### config.mk
export PLATFORM = sky130hd
export DESIGN_NAME = round_robin_task_scheduler
export DESIGN_NICKNAME = d
export VERILOG_FILES = /design/src/rrts_pkg.sv /design/src/rrts_ctrl.sv /design/src/rrts_dp.sv /design/src/round_robin_task_scheduler.sv
export SDC_FILE = /design/constraint.sdc
export NUM_CORES = 2
export LEC_CHECK = 0
export ABC_CLOCK_PERIOD_IN_PS = 17100
export BUFFER_PORTS_ARGS = -buffer_cell sky130_fd_sc_hd__buf_2
export CAP_MARGIN = 10
export CORE_ASPECT_RATIO = 1.25
export CORE_MARGIN = 2
export CORE_UTILIZATION = 40
export DETAILED_ROUTE_END_ITERATION = 12
export PLACE_DENSITY = 0.55
export SYNTH_ARGS = -nofsm -noshare
export SYNTH_HDL_FRONTEND = slang
export SYNTH_HIERARCHICAL = 1
export SYNTH_SLANG_ARGS = --single-unit
### constraint.sdc
create_clock -name clk -period 17.1 [get_ports clk]
set_input_delay 5.13 -clock clk [delete_from_list [all_inputs] [get_ports clk]]
set_output_delay 5.13 -clock clk [all_outputs]
set_load 0.01 [all_outputs]
### src/rrts_pkg.sv
`default_nettype none

package rrts_pkg;

  localparam int NUM_SLOTS = 16;
  localparam int SLOT_W = $clog2(NUM_SLOTS);
  localparam int COUNT_W = $clog2(NUM_SLOTS + 1);
  localparam int FUNC_W = 3;
  localparam int ID_W = 32;
  localparam int TIME_W = 32;
  localparam int SLICE_W = 32;
  localparam int TS_W = 16;
  localparam int CFG_IDX_W = 1;
  localparam int CFG_DATA_W = 32;

  localparam logic [COUNT_W-1:0] MAX_COUNT = COUNT_W'(NUM_SLOTS);
  localparam logic [SLOT_W-1:0] LAST_SLOT = SLOT_W'(NUM_SLOTS - 1);

  // Request codes
  localparam logic [FUNC_W-1:0] FUNC_TICK   = 3'd0;
  localparam logic [FUNC_W-1:0] FUNC_CREATE = 3'd1;
  localparam logic [FUNC_W-1:0] FUNC_YIELD  = 3'd2;
  localparam logic [FUNC_W-1:0] FUNC_SLEEP  = 3'd3;
  localparam logic [FUNC_W-1:0] FUNC_EXIT   = 3'd4;

  // Configuration register indexes
  localparam logic [CFG_IDX_W-1:0] REG_SLICE_LEN = 1'd0;
  localparam logic [CFG_IDX_W-1:0] REG_WARMUP    = 1'd1;

  localparam logic [TS_W-1:0] SLICE_LEN_RESET = 16'd10;
  localparam logic [TIME_W-1:0] WARMUP_RESET = 32'd100;

  typedef enum logic [1:0] {
    ST_TERMINATED = 2'd0,
    ST_READY      = 2'd1,
    ST_RUNNING    = 2'd2,
    ST_SLEEPING   = 2'd3
  } slot_status_t;

  typedef struct packed {
    logic [FUNC_W-1:0] func;
    logic [TIME_W-1:0] sleep_ticks;
  } item_t;

  typedef struct packed {
    logic              running_valid;
    logic [SLOT_W-1:0] running_slot;
    logic [ID_W-1:0]   running_id;
    logic [ID_W-1:0]   created_id;
    logic              switched;
    logic [COUNT_W-1:0] ready_count;
    logic [TIME_W-1:0] tick_count;
  } result_t;

  // Controller to datapath: one step per cycle
  typedef struct packed {
    logic accept;
    logic time_inc;
    logic wake_step;
    logic create_step;
    logic slice_step;
    logic sleep_cur;
    logic exit_cur;
    logic pop;
    logic run;
    logic finish;
  } cmd_t;

  // Datapath to controller
  typedef struct packed {
    logic last_idx;
    logic free_hit;
    logic cur_valid;
    logic slice_zero;
    logic fifo_empty;
  } stat_t;

endpackage

`default_nettype wire

### src/rrts_ctrl.sv
`default_nettype none

module rrts_ctrl (
  input  wire logic                            clk,
  input  wire logic                            rst,
  input  wire logic                            start,
  input  wire logic [rrts_pkg::FUNC_W-1:0]     func,
  input  wire rrts_pkg::stat_t                 stat,
  output rrts_pkg::cmd_t                       cmd,
  output logic                                 busy,
  output logic                                 done
);

  typedef enum logic [9:0] {
    S_IDLE   = 10'b0000000001,
    S_T_INC  = 10'b0000000010,
    S_T_SCAN = 10'b0000000100,
    S_T_SLC  = 10'b0000001000,
    S_C_SCAN = 10'b0000010000,
    S_SLEEP  = 10'b0000100000,
    S_EXIT   = 10'b0001000000,
    S_POP    = 10'b0010000000,
    S_RUN    = 10'b0100000000,
    S_FIN    = 10'b1000000000
  } state_t;

  state_t state;
  state_t state_next;

  always_comb begin
    state_next = state;
    cmd = '0;
    unique case (state)
      S_IDLE: begin
        if (start) begin
          cmd.accept = 1'b1;
          unique case (func)
            rrts_pkg::FUNC_TICK:   state_next = S_T_INC;
            rrts_pkg::FUNC_CREATE: state_next = S_C_SCAN;
            rrts_pkg::FUNC_YIELD:  state_next = S_POP;
            rrts_pkg::FUNC_SLEEP:  state_next = S_SLEEP;
            rrts_pkg::FUNC_EXIT:   state_next = S_EXIT;
            default:               state_next = S_FIN;
          endcase
        end
      end
      S_T_INC: begin
        cmd.time_inc = 1'b1;
        state_next = S_T_SCAN;
      end
      S_T_SCAN: begin
        cmd.wake_step = 1'b1;
        if (stat.last_idx) state_next = S_T_SLC;
      end
      S_T_SLC: begin
        cmd.slice_step = 1'b1;
        state_next = stat.slice_zero ? S_POP : S_FIN;
      end
      S_C_SCAN: begin
        cmd.create_step = 1'b1;
        if (stat.free_hit || stat.last_idx) state_next = S_FIN;
      end
      S_SLEEP: begin
        cmd.sleep_cur = 1'b1;
        state_next = stat.cur_valid ? S_POP : S_FIN;
      end
      S_EXIT: begin
        cmd.exit_cur = 1'b1;
        state_next = stat.cur_valid ? S_POP : S_FIN;
      end
      S_POP: begin
        cmd.pop = 1'b1;
        state_next = stat.fifo_empty ? S_FIN : S_RUN;
      end
      S_RUN: begin
        cmd.run = 1'b1;
        state_next = S_FIN;
      end
      S_FIN: begin
        cmd.finish = 1'b1;
        state_next = S_IDLE;
      end
      default: begin
        state_next = S_IDLE;
      end
    endcase
  end

  always_ff @(posedge clk) begin
    if (rst) begin
      state <= S_IDLE;
      done <= 1'b0;
    end else begin
      state <= state_next;
      done <= (state == S_FIN);
    end
  end

  assign busy = (state != S_IDLE);

endmodule

`default_nettype wire

### src/rrts_dp.sv
`default_nettype none

module rrts_dp (
  input  wire logic                              clk,
  input  wire logic                              rst,
  input  wire rrts_pkg::item_t                   item,
  input  wire rrts_pkg::cmd_t                    cmd,
  input  wire logic                              cfg_we,
  input  wire logic [rrts_pkg::CFG_IDX_W-1:0]    cfg_index,
  input  wire logic [rrts_pkg::CFG_DATA_W-1:0]   cfg_data,
  output rrts_pkg::stat_t                        stat,
  output rrts_pkg::result_t                      result
);

  localparam int SW = rrts_pkg::SLOT_W;
  localparam int CW = rrts_pkg::COUNT_W;
  localparam int N = rrts_pkg::NUM_SLOTS;

  function automatic logic [SW-1:0] ptr_inc(input logic [SW-1:0] p);
    ptr_inc = (p == rrts_pkg::LAST_SLOT) ? '0 : p + 1'b1;
  endfunction

  // Slot table and ready queue
  rrts_pkg::slot_status_t            slot_status [N];
  logic [rrts_pkg::ID_W-1:0]         slot_task_id [N];
  logic [rrts_pkg::SLICE_W-1:0]      slot_slice_left [N];
  logic [rrts_pkg::TIME_W-1:0]       slot_wake_time [N];
  logic [SW-1:0]                     ready_fifo [N];

  logic [SW-1:0]                     fifo_head;
  logic [SW-1:0]                     fifo_tail;
  logic [CW-1:0]                     fifo_count;
  logic [SW-1:0]                     cur_slot;
  logic                              cur_valid;
  logic [rrts_pkg::TIME_W-1:0]       sys_time;
  logic [rrts_pkg::ID_W-1:0]         next_id;
  logic [SW-1:0]                     idx;
  logic [SW-1:0]                     nxt_slot;
  logic [rrts_pkg::TS_W-1:0]         slice_len;
  logic [rrts_pkg::TIME_W-1:0]       warmup;
  logic [rrts_pkg::TIME_W-1:0]       sleep_ticks;
  logic [rrts_pkg::ID_W-1:0]         created;
  logic                              sw;

  logic [SW-1:0]                     rd_addr;
  rrts_pkg::slot_status_t            rd_status;
  logic                              wake_hit;
  logic                              free_hit;
  logic                              dec_en;
  logic [rrts_pkg::SLICE_W-1:0]      slice_dec;
  logic                              pop_ok;
  logic                              requeue;
  logic                              push_en;
  logic                              push_ok;
  logic [SW-1:0]                     push_slot;
  logic [rrts_pkg::SLICE_W-1:0]      slice_full;

  logic                              st_we;
  logic [SW-1:0]                     st_waddr;
  rrts_pkg::slot_status_t            st_wdata;
  logic                              sl_we;
  logic [SW-1:0]                     sl_waddr;
  logic [rrts_pkg::SLICE_W-1:0]      sl_wdata;
  logic                              wk_we;
  logic [SW-1:0]                     wk_waddr;
  logic [rrts_pkg::TIME_W-1:0]       wk_wdata;
  logic                              create_ok;

  // One status read a cycle: scan index during scans, else the current slot
  assign rd_addr   = (cmd.wake_step || cmd.create_step) ? idx : cur_slot;
  assign rd_status = slot_status[rd_addr];

  assign wake_hit  = (rd_status == rrts_pkg::ST_SLEEPING) && (slot_wake_time[idx] <= sys_time);
  assign free_hit  = (rd_status == rrts_pkg::ST_TERMINATED);
  assign create_ok = cmd.create_step && free_hit;

  assign dec_en    = cur_valid && (sys_time > warmup);
  assign slice_dec = slot_slice_left[cur_slot] - 1'b1;
  assign slice_full = rrts_pkg::SLICE_W'(slice_len);

  assign pop_ok  = cmd.pop && (fifo_count != '0);
  assign requeue = pop_ok && cur_valid && (rd_status == rrts_pkg::ST_RUNNING);

  always_comb begin
    push_en   = 1'b0;
    push_slot = idx;
    st_we     = 1'b0;
    st_waddr  = cur_slot;
    st_wdata  = rrts_pkg::ST_READY;
    sl_we     = 1'b0;
    sl_waddr  = cur_slot;
    sl_wdata  = slice_full;
    wk_we     = 1'b0;
    wk_waddr  = cur_slot;
    wk_wdata  = '0;
    if (cmd.wake_step && wake_hit) begin
      push_en  = 1'b1;
      st_we    = 1'b1;
      st_waddr = idx;
    end else if (create_ok) begin
      push_en  = 1'b1;
      st_we    = 1'b1;
      st_waddr = idx;
      sl_we    = 1'b1;
      sl_waddr = idx;
      wk_we    = 1'b1;
      wk_waddr = idx;
    end else if (cmd.slice_step && dec_en) begin
      sl_we    = 1'b1;
      sl_wdata = slice_dec;
    end else if (cmd.sleep_cur && cur_valid) begin
      st_we    = 1'b1;
      st_wdata = rrts_pkg::ST_SLEEPING;
      wk_we    = 1'b1;
      wk_wdata = sys_time + sleep_ticks;
    end else if (cmd.exit_cur && cur_valid) begin
      st_we    = 1'b1;
      st_wdata = rrts_pkg::ST_TERMINATED;
    end else if (requeue) begin
      push_en   = 1'b1;
      push_slot = cur_slot;
      st_we     = 1'b1;
      sl_we     = 1'b1;
    end else if (cmd.run) begin
      st_we    = 1'b1;
      st_waddr = nxt_slot;
      st_wdata = rrts_pkg::ST_RUNNING;
      sl_we    = 1'b1;
      sl_waddr = nxt_slot;
    end
  end

  // Drop the push when the queue is full; a pop in the same cycle makes room
  assign push_ok = push_en && ((fifo_count < rrts_pkg::MAX_COUNT) || pop_ok);

  always_ff @(posedge clk) begin
    if (rst) begin
      for (int i = 0; i < N; i++) begin
        slot_status[i] <= rrts_pkg::ST_TERMINATED;
      end
      fifo_head  <= '0;
      fifo_tail  <= '0;
      fifo_count <= '0;
      cur_slot   <= '0;
      cur_valid  <= 1'b0;
      sys_time   <= '0;
      next_id    <= rrts_pkg::ID_W'(1);
      idx        <= '0;
      slice_len  <= rrts_pkg::SLICE_LEN_RESET;
      warmup     <= rrts_pkg::WARMUP_RESET;
    end else begin
      if (cfg_we && (cfg_index == rrts_pkg::REG_SLICE_LEN)) begin
        slice_len <= cfg_data[rrts_pkg::TS_W-1:0];
      end
      if (cfg_we && (cfg_index == rrts_pkg::REG_WARMUP)) begin
        warmup <= cfg_data[rrts_pkg::TIME_W-1:0];
      end
      if (st_we) begin
        slot_status[st_waddr] <= st_wdata;
      end
      if (cmd.accept) begin
        idx <= '0;
      end else if (cmd.wake_step || cmd.create_step) begin
        idx <= ptr_inc(idx);
      end
      if (cmd.time_inc) begin
        sys_time <= sys_time + 1'b1;
      end
      if (create_ok) begin
        next_id <= next_id + 1'b1;
      end
      if (cmd.exit_cur) begin
        cur_valid <= 1'b0;
      end else if (cmd.run) begin
        cur_valid <= 1'b1;
        cur_slot  <= nxt_slot;
      end
      if (pop_ok) begin
        fifo_head <= ptr_inc(fifo_head);
      end
      if (push_ok) begin
        fifo_tail <= ptr_inc(fifo_tail);
      end
      if (push_ok && !pop_ok) begin
        fifo_count <= fifo_count + 1'b1;
      end else if (pop_ok && !push_ok) begin
        fifo_count <= fifo_count - 1'b1;
      end
    end
  end

  // Payload storage, no reset
  always_ff @(posedge clk) begin
    if (sl_we) begin
      slot_slice_left[sl_waddr] <= sl_wdata;
    end
    if (wk_we) begin
      slot_wake_time[wk_waddr] <= wk_wdata;
    end
    if (create_ok) begin
      slot_task_id[idx] <= next_id;
    end
    if (push_ok) begin
      ready_fifo[fifo_tail] <= push_slot;
    end
    if (pop_ok) begin
      nxt_slot <= ready_fifo[fifo_head];
    end
    if (cmd.accept) begin
      sleep_ticks <= item.sleep_ticks;
      created     <= '0;
      sw          <= 1'b0;
    end else begin
      if (create_ok) begin
        created <= next_id;
      end
      if (cmd.run) begin
        sw <= 1'b1;
      end
    end
    if (cmd.finish) begin
      result.running_valid <= cur_valid;
      result.running_slot  <= cur_valid ? cur_slot : '0;
      result.running_id    <= cur_valid ? slot_task_id[cur_slot] : '0;
      result.created_id    <= created;
      result.switched      <= sw;
      result.ready_count   <= fifo_count;
      result.tick_count    <= sys_time;
    end
  end

  always_comb begin
    stat.last_idx   = (idx == rrts_pkg::LAST_SLOT);
    stat.free_hit   = free_hit;
    stat.cur_valid  = cur_valid;
    stat.slice_zero = dec_en && (slice_dec == '0);
    stat.fifo_empty = (fifo_count == '0);
  end

endmodule

`default_nettype wire

### src/round_robin_task_scheduler.sv
// From accept to the done strobe, a tick runs the wake-up scan over the slot table (one
// slot per cycle), then the slice step; create runs the free slot search; yield, sleep
// and exit dispatch the next ready task; an unknown request goes straight to finish.
// One item at a time: a new item is accepted in the cycle done is high. The receiver
// cannot stall results.
// Synchronous active-high reset: all slots terminated, queue empty, no current task.
`default_nettype none

module round_robin_task_scheduler (
  input  wire logic                              clk,
  input  wire logic                              rst,
  input  wire logic                              start,
  input  wire rrts_pkg::item_t                   item,
  output logic                                   busy,
  output logic                                   done,
  output rrts_pkg::result_t                      result,
  input  wire logic                              cfg_we,
  input  wire logic [rrts_pkg::CFG_IDX_W-1:0]    cfg_index,
  input  wire logic [rrts_pkg::CFG_DATA_W-1:0]   cfg_data
);

  // Command and status between the sequencer and the slot/queue datapath
  rrts_pkg::cmd_t  cmd;
  rrts_pkg::stat_t stat;

  // Sequencer: decodes the request on accept, then steps the datapath one
  // operation per cycle (tick, scan slot, decrement slice, sleep, exit, pop, run, finish).
  rrts_ctrl u_ctrl (
    .clk   (clk),
    .rst   (rst),
    .start (start),
    .func  (item.func),
    .stat  (stat),
    .cmd   (cmd),
    .busy  (busy),
    .done  (done)
  );

  // Datapath: slot table, ready queue, tick counter, config registers and
  // the result register, captured on the finish step.
  rrts_dp u_dp (
    .clk       (clk),
    .rst       (rst),
    .item      (item),
    .cmd       (cmd),
    .cfg_we    (cfg_we),
    .cfg_index (cfg_index),
    .cfg_data  (cfg_data),
    .stat      (stat),
    .result    (result)
  );

`ifndef SYNTHESIS
  // An accepted item always takes the block busy on the next cycle
  a_accept_busy: assert property (@(posedge clk) disable iff (rst)
    (start && !busy) |=> busy)
    else $error("accepted item did not start work");

  // A result only follows a cycle of work
  a_done_after_busy: assert property (@(posedge clk) disable iff (rst)
    done |-> $past(busy))
    else $error("result strobe without work in progress");

  // Queue occupancy never exceeds the slot count
  a_count_bound: assert property (@(posedge clk) disable iff (rst)
    done |-> (result.ready_count <= rrts_pkg::MAX_COUNT))
    else $error("ready queue count out of range");
`endif

endmodule

`default_nettype wire

# Yosys cells after proc, flatten, opt, wreduce, memory -nomap -nowiden
# Memories as Yosys holds them, arrays and structs flattened. A register that Yosys moved wholly into a read port is not among the register bits.
# Index checks and enable logic that the tools add are counted.
word_totals:
  register_bits: 285
  ram_bits: 1632
  wordCells: 192
  mem_count: 5
classes:
  n_addsub: 9
  magnitude_cmp: 3
  eq_ne: 23
  n_mux: 97
  n_bitwise: 1
  n_reduce_logical: 33
mem_list:
  columns: ["memory", "words", "word_bits", "read_ports", "rd_clocked_by_memory_dff", "write_ports", "line", "text"]
  rows:
  - ["u_dp.slot_slice_left", 16, 32, 1, 1, 1, "rrts_dp.sv:26", "logic [rrts_pkg::SLICE_W-1:0] slot_slice_left [N];"]
  - ["u_dp.slot_task_id", 16, 32, 1, 1, 1, "rrts_dp.sv:25", "logic [rrts_pkg::ID_W-1:0] slot_task_id [N];"]
  - ["u_dp.slot_wake_time", 16, 32, 1, 1, 1, "rrts_dp.sv:27", "logic [rrts_pkg::TIME_W-1:0] slot_wake_time [N];"]
  - ["u_dp.ready_fifo", 16, 4, 1, 1, 1, "rrts_dp.sv:28", "logic [SW-1:0] ready_fifo [N];"]
  - ["u_dp.slot_status", 16, 2, 1, 0, 16, "rrts_dp.sv:24", "rrts_pkg::slot_status_t slot_status [N];"]
ops:
  columns: ["op", "n"]
  rows:
  - ["32-bit two-way mux", 7]
  - ["4-bit two-way mux", 25]
  - ["10-bit one-hot mux with 8 select lines", 1]
  - ["32-bit by 1-bit adder with 32-bit output, second input constant", 2]
  - ["10-bit two-way mux", 6]
  - ["10-bit one-hot mux with 5 select lines", 1]
  - ["1-bit two-way mux", 47]
  - ["32-bit adder", 1]
  - ["32-bit > comparator", 1]
  - ["32-bit less-or-equal comparator", 1]
  - ["32-bit logical NOT", 1]
  - ["32-bit by 1-bit subtractor with 32-bit output, second input constant", 1]
  - ["1-bit logical AND", 16]
  - ["2-bit two-way mux", 8]
  - ["4-bit by 1-bit adder with 4-bit output, second input constant", 3]
  - ["4-bit == test, second input constant", 3]
  - ["10-bit by 1-bit == test with 1-bit output, second input constant", 1]
  - ["10-bit == test, second input constant", 1]
  - ["10-bit by 2-bit == test with 1-bit output, second input constant", 1]
  - ["10-bit by 3-bit == test with 1-bit output, second input constant", 1]
  - ["10-bit by 4-bit == test with 1-bit output, second input constant", 1]
  - ["10-bit by 5-bit == test with 1-bit output, second input constant", 1]
  - ["10-bit by 6-bit == test with 1-bit output, second input constant", 1]
  - ["10-bit by 7-bit == test with 1-bit output, second input constant", 1]
  - ["23 further kinds", 34]

# Longest topological paths before layout
# An unclocked memory read counts as a cell.
logic_depth:
  ltp_word: 18
  mapped_depth: 25

# By module
# Netlist, hierarchy kept.
by_module_without_submodules:
  columns: ["mod", "instances", "cells_each", "area_per_inst_um2", "seq_area_each_um2"]
  rows:
  - ["rrts_dp", 1, 4222, 78444.0, 56804.5]
  - ["rrts_ctrl", 1, 86, 665.6, 220.2]

# Worst setup path after synthesis
# OpenSTA, ideal clock, no wires.
synth_timing:
  path_kind: "reg-to-reg"
  startpoint: "register with a tool-made name"
  endpoint: "memory u_dp/slot_slice_left[10][0] in the netlist's numbering, enable pin"
  t_arrival_ps: 7824
  required_ps: 16598
  path_slack_ps: 8774
  path_stages_with_launch: 17
  path_buffers: 3
  period_less_slack_ps: 8326
  cell_sequence: "dfxtp_1 -> clkbuf_1 -> buf_1 -> mux4_2 -> mux4_2 -> ha_1 -> nand4_1 -> or2_2 -> nor3_1 -> nor2_1 -> o21ai_0 -> nand4_1 -> o21ai_1 -> o22ai_1 -> or3b_2 -> clkbuf_1 -> nor4_1"
synth_lines:
  columns: ["item", "line"]
  rows:
  - ["end: declaration", "rrts_dp.sv:26"]

==> run_summary.xml <==
<?xml version="1.0" encoding="UTF-8"?>
<metrics>
  <group name="status">
    <metric name="outcome" unit="">completed</metric>
  </group>
  <group name="timing">
    <metric name="clock.fmax" unit="GHz">0.128</metric>
    <metric name="worst_clock_skew" unit="ps">45.7</metric>
    <metric name="timing.slew.headroom" unit="">0.199</metric>
    <metric name="timing.final.ws_setup" unit="ps">9300</metric>
    <metric name="grt_setup_unrepaired" unit="">no</metric>
    <metric name="final_max_slew_viols" unit="">0</metric>
    <metric name="fin_setup_tns" unit="ps">0</metric>
    <metric name="report.final.setup_viol" unit="">0</metric>
    <metric name="period_share" unit="">0.456</metric>
    <metric name="final_period_minus_worst_setup_slack" unit="ps">7800</metric>
    <metric name="holdWs" unit="ps">430</metric>
    <metric name="slew_at_the_pin_with_the_worst_max_slew_slack" unit="ps">1200</metric>
    <metric name="finalHoldViolCount" unit="">0</metric>
  </group>
  <group name="power_and_ir_drop">
    <metric name="p_leak" unit="uW">0.0290</metric>
    <metric name="internal_power" unit="uW">7640</metric>
    <metric name="powerDensity" unit="nW/um^2">106</metric>
    <metric name="max-vdd-ir-drop" unit="mV">0.105</metric>
    <metric name="sw_pwr" unit="uW">1900</metric>
    <metric name="power.share.switching" unit="">0.199</metric>
    <metric name="share_comb_of_total_power" unit="">0.015</metric>
    <metric name="pwr-share-clk" unit="">0.441</metric>
    <metric name="power_frac_seq" unit="">0.544</metric>
  </group>
  <group name="critical_path">
    <metric name="worst-r2r-setup-slack" unit="ps">9300</metric>
    <metric name="crit_path_max_incr_delay" unit="ps">830</metric>
    <metric name="worstSetupEndpointType" unit="">register</metric>
    <metric name="worstReg2RegEnd" unit="">u_dp/fifo_count[4]</metric>
    <metric name="worstSetupPathDepth" unit="">22</metric>
    <metric name="setup.worst_path.start_class" unit="">register</metric>
    <metric name="crit_end" unit="">u_dp/fifo_count[4]</metric>
    <metric name="critical_path_required" unit="ps">17840</metric>
    <metric name="worst-path-max-fanout" unit="">46</metric>
    <metric name="cpLargestDelayFamily" unit="">compound AO/OA/AOI/OAI gates</metric>
    <metric name="worst_r2r_path_depth" unit="">22</metric>
    <metric name="slowest_stage" unit="">sky130_fd_sc_hd__buf_4</metric>
    <metric name="cp.arrival" unit="ps">8540</metric>
    <metric name="cp.buffers_inverters" unit="">4</metric>
    <metric name="crit_type" unit="">register to register</metric>
    <metric name="critical_path.cell_chain" unit="">buf_4, buf_4, mux4_2, mux4_2, ha_1, a21oi_1, nor2b_1, o21ai_0, o21ai_0, a211oi_1, o21ai_0, o21ai_1, buf_4, o22a_1, ha_1, inv_1, fa_1, a21o_1, a21oi_1, xnor2_1, or3_1, a21oi_1</metric>
  </group>
  <group name="placement">
    <metric name="port_buffers" unit="">180</metric>
    <metric name="dp.cells" unit="">6959</metric>
    <metric name="preCtsSetupSlack" unit="ps">9050</metric>
    <metric name="gp_routability_congestion" unit="">0.816</metric>
    <metric name="place_hpwl" unit="mm">113</metric>
  </group>
  <group name="cells_and_area">
    <metric name="finalNonFillerCells" unit="">7320</metric>
    <metric name="drive_above_1_share" unit="">0.250</metric>
    <metric name="fillerInstances" unit="">16900</metric>
    <metric name="area_delta_synth_final" unit="%">13.6</metric>
    <metric name="design.final.nets" unit="">4764</metric>
  </group>
  <group name="routing">
    <metric name="wl_met1" unit="mm">85.1</metric>
    <metric name="detail_route.drc_violations" unit="">0</metric>
    <metric name="detail-route-antenna-nets" unit="">0</metric>
    <metric name="drt-total-wl" unit="mm">195</metric>
    <metric name="dr_total_vias" unit="">40900</metric>
    <metric name="drtPass1Iterations" unit="">6</metric>
    <metric name="wl_met2" unit="mm">96.8</metric>
    <metric name="route.met3.wl" unit="mm">9.37</metric>
    <metric name="post_drt_wl_per_cell" unit="um">26.7</metric>
    <metric name="route.detailed.vias_per_inst" unit="">5.58</metric>
    <metric name="top_layer_reached_by_signal_wires" unit="">met4</metric>
    <metric name="detail_route.iter0.violations" unit="">3436</metric>
  </group>
  <group name="die">
    <metric name="fp.dieH" unit="um">501</metric>
    <metric name="initial_utilization" unit="">0.402</metric>
    <metric name="die_width" unit="um">402</metric>
    <metric name="std_cell_rows" unit="">182</metric>
    <metric name="io_pins" unit="">181</metric>
    <metric name="fp.dieArea" unit="um^2">201000</metric>
    <metric name="area_of_the_placeable_core" unit="um^2">197000</metric>
  </group>
  <group name="synth">
    <metric name="yosysTopAreaCell" unit="">sky130_fd_sc_hd__edfxtp_1</metric>
    <metric name="synth-simple-area-share" unit="">0.0519</metric>
    <metric name="synthXorXnorAreaFrac" unit="">0.0126</metric>
    <metric name="mappedNetlistNets" unit="">4494</metric>
    <metric name="yosys_warnings" unit="">6</metric>
    <metric name="post-synth-top-count-cell" unit="">sky130_fd_sc_hd__edfxtp_1</metric>
    <metric name="post_synth_mux_area_share" unit="">0.149</metric>
    <metric name="synth-async-reset-ratio" unit="">0</metric>
    <metric name="synthDominantCellAreaShare" unit="">0.674</metric>
    <metric name="ys_top_cells_by_count" unit="">sky130_fd_sc_hd__edfxtp_1, sky130_fd_sc_hd__mux4_2, sky130_fd_sc_hd__nor2_1, sky130_fd_sc_hd__nand2_1, sky130_fd_sc_hd__dfxtp_1</metric>
    <metric name="largest_family_of_logic_cells_by_synthesized_area" unit="">multiplexers</metric>
    <metric name="netlist_area" unit="um^2">79100</metric>
    <metric name="synth_cell_type_count" unit="">80</metric>
    <metric name="synth_sequential_area_ratio" unit="">0.721</metric>
    <metric name="synthAdderAreaFrac" unit="">0.0182</metric>
    <metric name="synth-edff-count" unit="">1775</metric>
    <metric name="yosys_register_bits" unit="">1961</metric>
    <metric name="synth-compound-area-share" unit="">0.0309</metric>
    <metric name="syn_avg_cell_area" unit="um^2">18.4</metric>
    <metric name="synth_area_leaders" unit="">sky130_fd_sc_hd__edfxtp_1, sky130_fd_sc_hd__mux4_2, sky130_fd_sc_hd__dfxtp_1</metric>
    <metric name="ys.flop_type" unit="">sky130_fd_sc_hd__edfxtp_1</metric>
    <metric name="synthCells" unit="">4308</metric>
  </group>
  <group name="hold_path">
    <metric name="worstHoldPathType" unit="">register to register</metric>
  </group>
  <group name="global_routing">
    <metric name="grt_pass1_vias" unit="">42000</metric>
    <metric name="global_route.overflow_total" unit="">0</metric>
    <metric name="initial_antenna_violation_count" unit="">4</metric>
    <metric name="grt_pass1_wl" unit="mm">286</metric>
    <metric name="grt_max_degree" unit="">76</metric>
    <metric name="grt.total_usage" unit="">0.193</metric>
  </group>
  <group name="clock_network">
    <metric name="cts.repair.resized" unit="">0</metric>
    <metric name="hold_buffers" unit="">0</metric>
    <metric name="post_cts.repair.setup_buffers" unit="">0</metric>
    <metric name="h-tree-depth" unit="">4</metric>
    <metric name="cts_inserted_buffers" unit="">192</metric>
    <metric name="cts_sinks" unit="">1961</metric>
    <metric name="clk_transition_reported_paths" unit="ps">60</metric>
    <metric name="cts_root_buffer" unit="">sky130_fd_sc_hd__clkbuf_16</metric>
    <metric name="worstSkewPairLatency" unit="ps">830</metric>
    <metric name="clock_path_buffers" unit="">3</metric>
    <metric name="tritoncts" unit="">done</metric>
  </group>
  <group name="run">
    <metric name="cap_violations" unit="">0</metric>
  </group>
</metrics>
[per-stage QoR]
step	instance area, um^2	power (uW)	utilization
2_1_floorplan	79100	5380	-
3_3_place_gp	83500	5440	0.424
3_5_place_dp	83500	5440	0.424
4_1_cts	89800	9650	0.457
5_1_grt	89800	9840	0.457
6_report	89800	9550	0.457
[registers in the layout (all words and copies together), names as in the netlist, named ones only]
name / flops
u_dp/slot_slice_left: 512
u_dp/slot_task_id: 512
u_dp/slot_wake_time: 512
u_dp/result: 107
u_dp/ready_fifo: 64
u_dp/created: 32
u_dp/next_id: 32
u_dp/sleep_ticks: 32
u_dp/slot_status: 32
u_dp/sys_time: 32
u_dp/warmup: 32
u_dp/slice_len: 16
u_ctrl/state: 10
u_dp/fifo_count: 5
u_dp/cur_slot: 4
u_dp/fifo_head: 4
u_dp/fifo_tail: 4
u_dp/idx: 4
u_dp/nxt_slot: 4
u_ctrl/done: 1
u_dp/cur_valid: 1
u_dp/sw: 1
[per-layer routing]
layer,GRT usage,up-vias
li1,-,17800
met1,0.266,21700
met2,0.324,1112
met3,0.0270,269
met4,0.0481,0
met5,0,-
[cell usage in the layout, fill, tap and decap left out, types with 14 or more instances in the layout]
cell type,count
sky130_fd_sc_hd__a211oi_1,18
sky130_fd_sc_hd__clkbuf_16,196
sky130_fd_sc_hd__clkbuf_1,38
sky130_fd_sc_hd__xor2_1,31
sky130_fd_sc_hd__o21ai_0,78
sky130_fd_sc_hd__clkinv_2,37
sky130_fd_sc_hd__dfxtp_1,173
sky130_fd_sc_hd__and3_1,24
sky130_fd_sc_hd__clkbuf_8,26
sky130_fd_sc_hd__a21oi_1,130
sky130_fd_sc_hd__nand4_1,30
sky130_fd_sc_hd__inv_1,113
sky130_fd_sc_hd__nand2b_1,16
sky130_fd_sc_hd__buf_2,182
sky130_fd_sc_hd__or3_1,25
sky130_fd_sc_hd__ha_1,112
sky130_fd_sc_hd__nand2_1,221
sky130_fd_sc_hd__nand3_1,46
sky130_fd_sc_hd__nor2_4,14
sky130_fd_sc_hd__edfxtp_1,1775
sky130_fd_sc_hd__nor2_1,222
sky130_fd_sc_hd__and2_1,50
sky130_fd_sc_hd__xnor2_1,83
sky130_fd_sc_hd__nor4_1,21
sky130_fd_sc_hd__buf_4,105
sky130_fd_sc_hd__clkinv_1,23
sky130_fd_sc_hd__nor3_1,78
sky130_fd_sc_hd__mux2i_1,50
sky130_fd_sc_hd__a21o_1,39
sky130_fd_sc_hd__mux4_2,497
[area by class of cell]
| class | count | area [um^2] | share of cell area |
|---|---|---|---|
| clock inverter | 97 | 931 | 0.0104 |
| tap | 2576 | 3220 | 0.0359 |
| multi-input combinational | 2021 | 21100 | 0.235 |
| antenna | 3 | 7.51 | 0.0000836 |
| clock buffer | 260 | 5410 | 0.0602 |
| inverter | 114 | 429 | 0.00478 |
| timing repair buffer | 288 | 1710 | 0.0190 |
| sequential | 1961 | 57100 | 0.635 |
[logic make-up after synthesis]
| group | after synthesis |
|---|---|
| xor+xnor | 114 |
| buf+inv | 326 |
| flops | 1961 |
| fa+ha+maj | 114 |
| simple gates | 847 |
| mux | 557 |
| compound gates | 389 |
[worst register-to-register path: cells and delay by family (launching register included)]
kind | cells | cell delay [ps]
compound gates | 10 | 2590
xor+xnor | 1 | 90
fa+ha+maj | 3 | 980
buf+inv | 4 | 1910
flops | 1 | 690
mux | 2 | 1110
simple gates | 2 | 360
[power groups by stage]
| stage | sequential [uW] | clock [uW] | combinational (uW) |
|---|---|---|---|
| 2_1_floorplan | 5300 | 0 | 81.4 |
| 3_3_place_gp | 5300 | 0 | 141 |
| 3_5_place_dp | 5300 | 0 | 142 |
| 4_1_cts | 5200 | 4320 | 142 |
| 5_1_grt | 5190 | 4490 | 155 |
| 6_report | 5200 | 4210 | 141 |
[how the worst min path moves through the flow]
stage / slack, ps / start / end / depth (start not counted)
6_report: 430 / u_dp/created[18] / u_dp/result[56] / 0
5_1_grt: 440 / u_dp/created[0] / u_dp/result[38] / 0
4_1_cts: 430 / u_dp/created[18] / u_dp/result[56] / 0
3_5_place_dp: 410 / u_dp/created[18] / u_dp/result[56] / 0
3_3_place_gp: 420 / u_dp/created[21] / u_dp/result[59] / 0
2_1_floorplan: 410 / u_dp/created[1] / u_dp/result[39] / 0
Note: power is estimated with default switching activity, not from simulation.
